**config.mk**
```make
export PLATFORM = sky130hd
export DESIGN_NAME = form_value_url_decoder_unit
export DESIGN_NICKNAME = d
export VERILOG_FILES = /design/src/rtl/fvud_pkg.sv /design/src/rtl/fvud_step.sv /design/src/rtl/fvud_out_buf.sv /design/src/rtl/form_value_url_decoder_unit.sv
export SDC_FILE = /design/constraint.sdc
export NUM_CORES = 1
export LEC_CHECK = 0
export BUFFER_PORTS_ARGS = -buffer_cell sky130_fd_sc_hd__buf_2
export CAP_MARGIN = 10
export CORE_UTILIZATION = 45
export DETAILED_ROUTE_END_ITERATION = 8
export PLACE_DENSITY_LB_ADDON = 0.08
export SYNTH_ARGS = -nofsm -noshare
export SYNTH_HDL_FRONTEND = slang
export SYNTH_SLANG_ARGS = --single-unit
```
**constraint.sdc**
```tcl
create_clock -name i_clk -period 3.9 [get_ports i_clk]
set_input_delay 0.39 -clock i_clk [delete_from_list [all_inputs] [get_ports i_clk]]
set_output_delay 0.39 -clock i_clk [all_outputs]
set_load 0.02 [all_outputs]
```
**src/rtl/fvud_pkg.sv**
```systemverilog
// types, constants and the hex digit function for the form value url decoder
// depends on nothing; imported by every module of the block
`timescale 1ns / 1ps

package fvud_pkg;

    // decoder phases
    typedef enum logic [2:0] {
        PH_KEY   = 3'd0,
        PH_VALUE = 3'd1,
        PH_HEX1  = 3'd2,
        PH_HEX2  = 3'd3,
        PH_DRAIN = 3'd4
    } t_phase;

    // delimiter characters
    localparam logic [7:0] CH_NUL = 8'h00;
    localparam logic [7:0] CH_AMP = 8'h26;
    localparam logic [7:0] CH_EQ  = 8'h3D;
    localparam logic [7:0] CH_PCT = 8'h25;

    // code returned for a byte that is not a hex digit (minus one)
    localparam logic [7:0] HEX_BAD = 8'hFF;

    // one decoded result
    typedef struct packed {
        logic [7:0] out_byte;
        logic       has_byte;
        logic       last;
    } t_result;

    // what one byte does to the decoder
    typedef struct packed {
        logic       res_vld;
        t_result    res;
        t_phase     next_phase;
        logic       hd_we;
        logic [4:0] next_hd;
    } t_step;

    // hex digit value in 8-bit two's complement, minus one when invalid
    function automatic logic [7:0] hex_value(input logic [7:0] c);
        logic [7:0] v;
        v = HEX_BAD;
        if (c inside {[8'h30:8'h39]}) begin
            v = c - 8'h30;
        end else if (c inside {[8'h61:8'h66]}) begin
            v = c - 8'h57;
        end else if (c inside {[8'h41:8'h46]}) begin
            v = c - 8'h37;
        end
        return v;
    endfunction

endpackage

```
**src/rtl/fvud_step.sv**
```systemverilog
// next phase and result for one input byte, purely combinational
// depends on fvud_pkg
`timescale 1ns / 1ps

module fvud_step import fvud_pkg::*; (
    input  t_phase     i_phase,
    input  logic [4:0] i_high_digit,
    input  logic [7:0] i_byte,
    output t_step      o_step
);

    logic [7:0] w_hex;
    logic [7:0] w_pair;
    logic       w_nul;

    assign w_hex  = hex_value(i_byte);
    // high digit times sixteen, modulo 256, plus the low digit
    assign w_pair = {i_high_digit[3:0], 4'b0000} + w_hex;
    assign w_nul  = (i_byte == CH_NUL);

    // phase machine decision
    always_comb begin
        o_step            = '0;
        o_step.next_phase = i_phase;
        o_step.next_hd    = w_hex[4:0];
        case (i_phase)
            PH_DRAIN: begin
                if (w_nul) o_step.next_phase = PH_KEY;
            end
            PH_HEX1: begin
                if (w_nul) begin
                    o_step.next_phase   = PH_KEY;
                    o_step.res_vld      = 1'b1;
                    o_step.res.last     = 1'b1;
                end else begin
                    o_step.hd_we        = 1'b1;
                    o_step.next_phase   = PH_HEX2;
                end
            end
            PH_HEX2: begin
                o_step.res_vld = 1'b1;
                if (w_nul) begin
                    o_step.next_phase   = PH_KEY;
                    o_step.res.last     = 1'b1;
                end else begin
                    o_step.next_phase   = PH_VALUE;
                    o_step.res.out_byte = w_pair;
                    o_step.res.has_byte = 1'b1;
                end
            end
            PH_VALUE: begin
                if (w_nul) begin
                    o_step.next_phase   = PH_KEY;
                    o_step.res_vld      = 1'b1;
                    o_step.res.last     = 1'b1;
                end else if (i_byte == CH_AMP) begin
                    o_step.next_phase   = PH_DRAIN;
                    o_step.res_vld      = 1'b1;
                    o_step.res.last     = 1'b1;
                end else if (i_byte == CH_PCT) begin
                    o_step.next_phase   = PH_HEX1;
                end else if (i_byte != CH_EQ) begin
                    o_step.res_vld      = 1'b1;
                    o_step.res.out_byte = i_byte;
                    o_step.res.has_byte = 1'b1;
                end
            end
            default: begin
                // key bytes, and any code that cannot be reached
                o_step.next_phase = PH_KEY;
                if (w_nul) begin
                    o_step.res_vld    = 1'b1;
                    o_step.res.last   = 1'b1;
                end else if (i_byte == CH_AMP) begin
                    o_step.next_phase = PH_DRAIN;
                    o_step.res_vld    = 1'b1;
                    o_step.res.last   = 1'b1;
                end else if (i_byte == CH_EQ) begin
                    o_step.next_phase = PH_VALUE;
                end
            end
        endcase
    end

endmodule

```
**src/rtl/fvud_out_buf.sv**
```systemverilog
// result register with a skid stage behind it
// depends on fvud_pkg
`timescale 1ns / 1ps

module fvud_out_buf import fvud_pkg::*; (
    input  logic    i_clk,
    input  logic    i_rst_n,
    input  logic    i_push,
    input  t_result i_push_res,
    output logic    o_room,
    output logic    o_vld,
    output t_result o_res,
    input  logic    i_ready
);

    logic    r_out_vld;
    logic    r_skid_vld;
    t_result r_out;
    t_result r_skid;
    logic    w_load;

    // output register free for new data this cycle
    assign w_load = !r_out_vld || i_ready;
    assign o_room = !r_skid_vld;
    assign o_vld  = r_out_vld;
    assign o_res  = r_out;

    // valid flags
    always_ff @(posedge i_clk) begin
        if (!i_rst_n) begin
            r_out_vld  <= 1'b0;
            r_skid_vld <= 1'b0;
        end else if (w_load) begin
            r_out_vld  <= r_skid_vld || i_push;
            r_skid_vld <= r_skid_vld && i_push;
        end else if (i_push) begin
            r_skid_vld <= 1'b1;
        end
    end

    // payload
    always_ff @(posedge i_clk) begin
        if (w_load) begin
            if (r_skid_vld) begin
                r_out <= r_skid;
                if (i_push) r_skid <= i_push_res;
            end else if (i_push) begin
                r_out <= i_push_res;
            end
        end else if (i_push) begin
            r_skid <= i_push_res;
        end
    end

endmodule

```
**src/rtl/form_value_url_decoder_unit.sv**
```systemverilog
// form value url decoder: one byte in per cycle while s_axis_tready is high, decoded first-field value out
// a result is registered in the output register, or in the skid stage while the master side stalls
// throughput: one byte per cycle while the slave side is ready, set by the registered phase update
// the skid stage keeps the slave side open while one result waits
// reset: phase back to skipping key bytes, high digit zero, result stages empty
// top level; depends on fvud_pkg, fvud_step and fvud_out_buf
`timescale 1ns / 1ps

module form_value_url_decoder_unit import fvud_pkg::*; (
    input  logic       i_clk,
    input  logic       i_rst_n,
    input  logic       s_axis_tvalid,
    output logic       s_axis_tready,
    input  logic [7:0] s_axis_tdata,   // [7:0] in_byte
    output logic       m_axis_tvalid,
    input  logic       m_axis_tready,
    output logic [7:0] m_axis_tdata,   // [7:0] out_byte
    output logic       m_axis_tuser,   // [0] has_byte
    output logic       m_axis_tlast
);

    t_phase     r_phase;
    logic [4:0] r_high_digit;
    t_step      w_step;
    t_result    w_out;
    logic       w_accept;

    assign w_accept = s_axis_tvalid && s_axis_tready;

    fvud_step u_step (
        .i_phase      (r_phase),
        .i_high_digit (r_high_digit),
        .i_byte       (s_axis_tdata),
        .o_step       (w_step)
    );

    // decoder state, advanced on each input transfer
    always_ff @(posedge i_clk) begin
        if (!i_rst_n) begin
            r_phase      <= PH_KEY;
            r_high_digit <= 5'd0;
        end else if (w_accept) begin
            r_phase <= w_step.next_phase;
            if (w_step.hd_we) r_high_digit <= w_step.next_hd;
        end
    end

    fvud_out_buf u_out_buf (
        .i_clk      (i_clk),
        .i_rst_n    (i_rst_n),
        .i_push     (w_accept && w_step.res_vld),
        .i_push_res (w_step.res),
        .o_room     (s_axis_tready),
        .o_vld      (m_axis_tvalid),
        .o_res      (w_out),
        .i_ready    (m_axis_tready)
    );

    assign m_axis_tdata = w_out.out_byte;
    assign m_axis_tuser = w_out.has_byte;
    assign m_axis_tlast = w_out.last;

    // field end never carries a character
    a_last_empty: assert property (@(posedge i_clk) disable iff (!i_rst_n)
        m_axis_tvalid && m_axis_tlast |-> !m_axis_tuser && (m_axis_tdata == 8'h00))
        else $error("last result carries data");

    // a zero byte always rearms the decoder
    a_nul_rearms: assert property (@(posedge i_clk) disable iff (!i_rst_n)
        w_accept && (s_axis_tdata == CH_NUL) |=> r_phase == PH_KEY)
        else $error("zero byte did not rearm");

    // a percent in the value always opens an escape
    a_pct_escape: assert property (@(posedge i_clk) disable iff (!i_rst_n)
        w_accept && (r_phase == PH_VALUE) && (s_axis_tdata == CH_PCT)
        |=> r_phase == PH_HEX1)
        else $error("percent did not open escape");

    // slave side closes only while a result is stalled on the master side
    a_ready_stall: assert property (@(posedge i_clk) disable iff (!i_rst_n)
        !s_axis_tready |-> m_axis_tvalid)
        else $error("input stalled without pending result");

endmodule
```
* Word level (Yosys, flattened, before mapping)
Index checks and enable logic that the tools add are counted.
** Storage, ports and cells
- ROM bits :: 0
- Memory bits (writable) :: 0
- Bits in latches :: 0
- Output and inout bits :: 12
- Flip-flop bits (word level) :: 29
- Input bits :: 12
- Memories kept :: 0
** Cells by class
- $mul :: 0
- Order comparisons :: 6
- Eq/ne operators :: 11
- Add/sub/neg operators :: 4
- Shift-type cells :: 0
- Bitwise operators :: 0
- Divide/modulo/power cells :: 0
- Reduce and logical (&&, ||, !) cells :: 17
- Muxes and demuxes :: 35
** Operator list (count)
- 10-bit 2-to-1 mux :: 7
- 9-bit 2-to-1 mux :: 3
- 8-bit by 6-bit == test with 1-bit output, second input constant :: 3
- 8-bit 2-to-1 mux :: 3
- 9-bit case mux with 2 select lines :: 1
- 8-bit by 7-bit greater-or-equal comparator with 1-bit output, second input constant :: 2
- 8-bit by 7-bit less-or-equal comparator with 1-bit output, second input constant :: 2
- 8-bit by 6-bit subtractor with 8-bit output, second input constant :: 2
- 3-bit 2-to-1 mux :: 5
- 3-bit case mux with 4 select lines :: 1
- 1-bit 2-to-1 mux :: 11
- 8-bit adder :: 1
- 8-bit by 6-bit greater-or-equal comparator with 1-bit output, second input constant :: 1
- 8-bit by 6-bit less-or-equal comparator with 1-bit output, second input constant :: 1
- 8-bit logical NOT :: 1
- 8-bit by 6-bit != test with 1-bit output, second input constant :: 1
- 8-bit by 7-bit subtractor with 8-bit output, second input constant :: 1
- 3-bit by 2-bit == test with 1-bit output, second input constant :: 2
- 1-bit logical AND :: 6
- 4-bit 2-to-1 mux :: 1
- 2-bit by 1-bit != test with 1-bit output, second input constant :: 2
- 4-bit by 1-bit != test with 1-bit output, second input constant :: 1
- 1-bit case mux with 4 select lines :: 1
- 2-bit AND reduction :: 2
- other kinds (9) :: 12

* Longest topological paths before layout
- Depth in word-level cells :: 11
- Depth in mapped cells :: 16
- Gate-level depth less buffers :: 16

* Modules after synthesis
From an unflattened synthesis, not the netlist that was laid out.
** Unflattened totals
- Cells, all modules :: 214
- Area total of the unflattened synthesis :: 2167.1 um2
** By module, submodules not included
- fvud_step :: times used 1, cells each 135, area an instance 967.2 um2, sequential area each 0.0 um2
- fvud_out_buf :: times used 1, cells each 43, area an instance 854.6 um2, sequential area each 640.6 um2
- form_value_url_decoder_unit :: times used 1, cells each 36, area an instance 345.3 um2, sequential area each 160.2 um2

* Worst setup path before layout
OpenSTA, ideal clock, no wires.
- Path kind :: input port to flip-flop
- From :: input port s_axis_tdata[0]
- To :: register u_out_buf.r_out, in the netlist u_out_buf.o_res[8] (data pin)
- Stages :: 16
- Slack :: 739 ps
- Arrival time :: 2901 ps
- Required time :: 3640 ps
- Path buffers :: 0
- Library setup time :: 260 ps
- Path through :: inv_1 -> ha_1 -> nor4b_1 -> o211ai_1 -> o21a_1 -> nor2_2 -> nor2_1 -> o22ai_1 -> ha_1 -> inv_1 -> fa_1 -> xor2_1 -> nor2_1 -> a22oi_1 -> nor3_1 -> mux2_2
** RTL lines
- start: declaration :: RTL line form_value_url_decoder_unit.sv:14 : input logic [7:0] s_axis_tdata,
- end signal: assignment :: RTL line fvud_out_buf.sv:45 : r_out <= r_skid;
- end signal: assignment :: RTL line fvud_out_buf.sv:48 : r_out <= i_push_res;
- end: declaration :: RTL line fvud_out_buf.sv:18 : t_result r_out;

==> summary.txt <==
Final layout
  – Area Overhead vs Synth: 11.6%
  – Proportion of layout cells with a drive suffix above 1: 18.3%
  – Reg area: 781 µm²
  – Fill cells: 425
  – Final net count: 276
  – Area of the multi-input gates: 1210 µm²
  – Cell area after layout: 2320 µm²
  – Ant diodes: 0

Power and ir drop
  – Leakage power: 0.933 nW
  – Switch Pwr: 0.000162 W
  – PwrDens: 274 nW/µm²
  – Peak VDD IR: 0.153 mV
  – Clk network pwr share: 37.8%
  – Sequential Power Share: 51.3%
  – Combinational share of power: 10.8%
  – Int Power: 0.000474 W
  – Total power draw: 0.000635 W
  – Switching power share of the total: 25.4%

Setup path
  – Setup crit start kind: primary input
  – Crit end category: register
  – CP Max Fanout: 8
  – Required time worst endpoint: 3940 ps
  – R2R Setup Slk: 1470 ps
  – Worst r2r src: r_phase[0]
  – Worst path arrival time: 3480 ps
  – FF-to-FF path depth: 5
  – Setup CP Type: in -> reg
  – Reg-to-Reg End: u_out_buf.r_skid[6]
  – Sequence of cells on the critical path: buf_2 -> inv_1 -> ha_1 -> nor4b_1 -> o211ai_1 -> o21a_1 -> nor2_2 -> nor2_1 -> o22ai_1 -> ha_1 -> inv_1 -> fa_1 -> xor2_1 -> nor2_1 -> a22oi_1 -> nor3_1 -> mux2_2
  – Max stage delay on crit path: 370 ps
  – Critical path's slowest cell: nor4b_1

Worst hold path
  – Worst hold path type: in -> reg
  – Hold Path End: r_phase[0]
  – Hold Crit Depth: 2
  – Hold Startpoint: i_rst_n

CTS
  – CTS resizes: 0
  – Worst-path clk slew: 60 ps
  – CTS Root Cell: clkbuf_8
  – CTS tree: built
  – CTS buffer count: 5
  – Worst skew pair latency: 290 ps
  – Setup Buffers After CTS: 0
  – Clock sink count: 29
  – Clock H-tree levels: 2
  – Clock buffer depth: 2
  – # hold bufs at CTS: 0

Logic synthesis
  – Dominant synthesized flop cell: edfxtp_1
  – Mapped Area: 2080 µm²
  – Ranking of synthesized cells by area: edfxtp_1, dfxtp_1, ha_1, nand2_1, a21oi_1
  – Number of flops mapped to enable cells by yosys: 20
  – Syn nets: 251
  – Synth warnings: 0
  – Post-synthesis sequential area ratio: 37.5%
  – Distinct cell type count after synthesis: 52
  – Share of the synthesized area in the top cell type: 28.9%
  – Commonest cells post-synth: nand2_1, edfxtp_1, nor2_1
  – Yosys top cell by area: edfxtp_1
  – Mapped Avg Cell Area: 9.24 µm²
  – Most common cell in the synthesized netlist: nand2_1
  – Syn Inst Count: 225
  – Seq cells post-synth: 29
  – Ys async rst share: 0%

Placed design
  – Port Buf Inserts: 23
  – RD Place Congestion: 0.968
  – Worst slack at placement: 196 ps
  – Post-place instance area: 2240 µm²
  – HPWL after DPL: 3620 µm

Detailed routing
  – Routed len/inst: 16.0 µm
  – Antenna-violating nets left: 0
  – Vias/cell: 5.99
  – Drt first pass iters: 4
  – Drt drc: 0
  – Via count: 1816
  – 1st-iter DRT viols: 138
  – Routed Wire Length: 4850 µm

Timing
  – Fin crit share: 88.3%
  – Setup WS post-layout: 456 ps
  – F_max: 290 MHz
  – # setup viols final: 0
  – Worst slew margin: 66.5%
  – Setup TNS: 0 ps
  – Tmin final: 3440 ps
  – Clock Skew: 11.1 ps
  – Worst-margin pin slew: 499 ps
  – Max-slew violation count: 0
  – RSZ-0062 raised after global routing: no
  – Final Hold Viols: 0

Global route
  – GRT overflow: 0
  – Gr usage total: 21.2%
  – Vias in the first global route: 1647
  – First-pass GRT wire length: 8050 µm
  – Initial antenna violation count: 0
  – Largest net degree at the start of global routing: 15

Floorplan
  – Die Ht: 70.0 µm
  – Row count: 24
  – Starting Density: 47.4%
  – Placeable Area: 4380 µm²
  – Die W: 70.0 µm
  – IO Pins: 24
  – Die area: 4900 µm²

Run status
  – Status: finished clean

Job
  – Max Cap Viol: 0
critical path: cells and delay by family:
kind,cells,cell delay (ps)
AO/OA/AOI/OAI,4,730
multiplexers,1,280
XOR/XNOR,1,140
AND/OR/NAND/NOR,5,810
buffers and inverters,3,380
adder cells (fa/ha/maj),3,750
logic make-up after synthesis:
| family | Yosys count | synth area share [%] |
|---|---|---|
| compound gates | 59 | 18.7 |
| xor+xnor | 6 | 2.53 |
| fa+ha+maj | 14 | 8.78 |
| flops | 29 | 37.5 |
| mux | 9 | 4.69 |
| buf+inv | 20 | 4.15 |
| simple gates | 88 | 23.6 |
metrics by stage:
| stage | hold slack, ps | instances | util (%) |
|---|---|---|---|
| 6_report | 376 | 303 | 52.9 |
| 4_1_cts | 372 | 303 | 52.9 |
| 3_3_place_gp | 485 | 295 | 51.0 |
| 5_1_grt | 376 | 303 | 52.9 |
| 2_1_floorplan | 453 | 225 | - |
| 3_5_place_dp | 476 | 295 | 51.0 |
state kept, by name (all words and copies together), names as in the netlist:
signal / count
r_high_digit: 4
r_phase: 3
u_out_buf.o_res: 10
u_out_buf.o_vld: 1
u_out_buf.r_skid: 10
u_out_buf.r_skid_vld: 1
power groups by stage:
stage	clock, W	sequential (W)	combinational [W]
after CTS	0.000246	0.000326	0.0000674
after global placement	0	0.000333	0.0000684
after floorplan	0	0.000333	0.0000431
after global routing	0.000260	0.000326	0.0000757
after detailed placement	0	0.000333	0.0000668
final	0.000240	0.000326	0.0000687
cell usage in the layout, fill, tap and decap left out, types with 3 or more instances in the layout:
master    instances
buf_2            23
o21ai_1           5
o31ai_1           4
xnor2_1           3
a211oi_1          4
a31oi_1           3
xor2_1            3
nor2b_1           3
and3_1            8
mux2_2            6
o22ai_1           3
nand3_1           5
nand2b_1          3
o21a_1            3
inv_1            13
a21oi_1          15
nor3_1            6
dfxtp_1           9
nand2_1          26
nor2_1           18
and2_1            3
edfxtp_1         20
ha_1             13
mux2i_1           3
clkbuf_8          5
o21ai_0           5
layout make-up:
class / instances / share of cell area, %
sequential: 29 / 33.7
inverter: 13 / 2.10
clock buffer: 6 / 3.13
clock inverter: 2 / 0.432
timing repair buffer: 25 / 5.61
tap: 52 / 2.80
multi-input combinational: 176 / 52.3
worst max-delay path by stage:
stage	startpoint	end	slack (ps)	depth (start not counted)
floorplan	s_axis_tdata[0]	u_out_buf.o_res[8]	740	16
detailed placement	s_axis_tdata[1]	u_out_buf.o_res[8]	200	17
CTS	s_axis_tdata[0]	u_out_buf.o_res[8]	490	17
finish	s_axis_tdata[0]	u_out_buf.o_res[8]	460	17
global placement	s_axis_tdata[1]	u_out_buf.o_res[8]	280	17
global route	s_axis_tdata[0]	u_out_buf.o_res[8]	150	17
metal layers:
metal | vias up | global-route usage [%] | wire [µm]
li1 | 882 | - | -
met1 | 863 | 29.4 | 2230
met2 | 65 | 33.2 | 2190
met4 | 0 | 6.22 | 55
met5 | - | 0 | 0
met3 | 6 | 4.47 | 375
(Power assumes the default switching activity.)
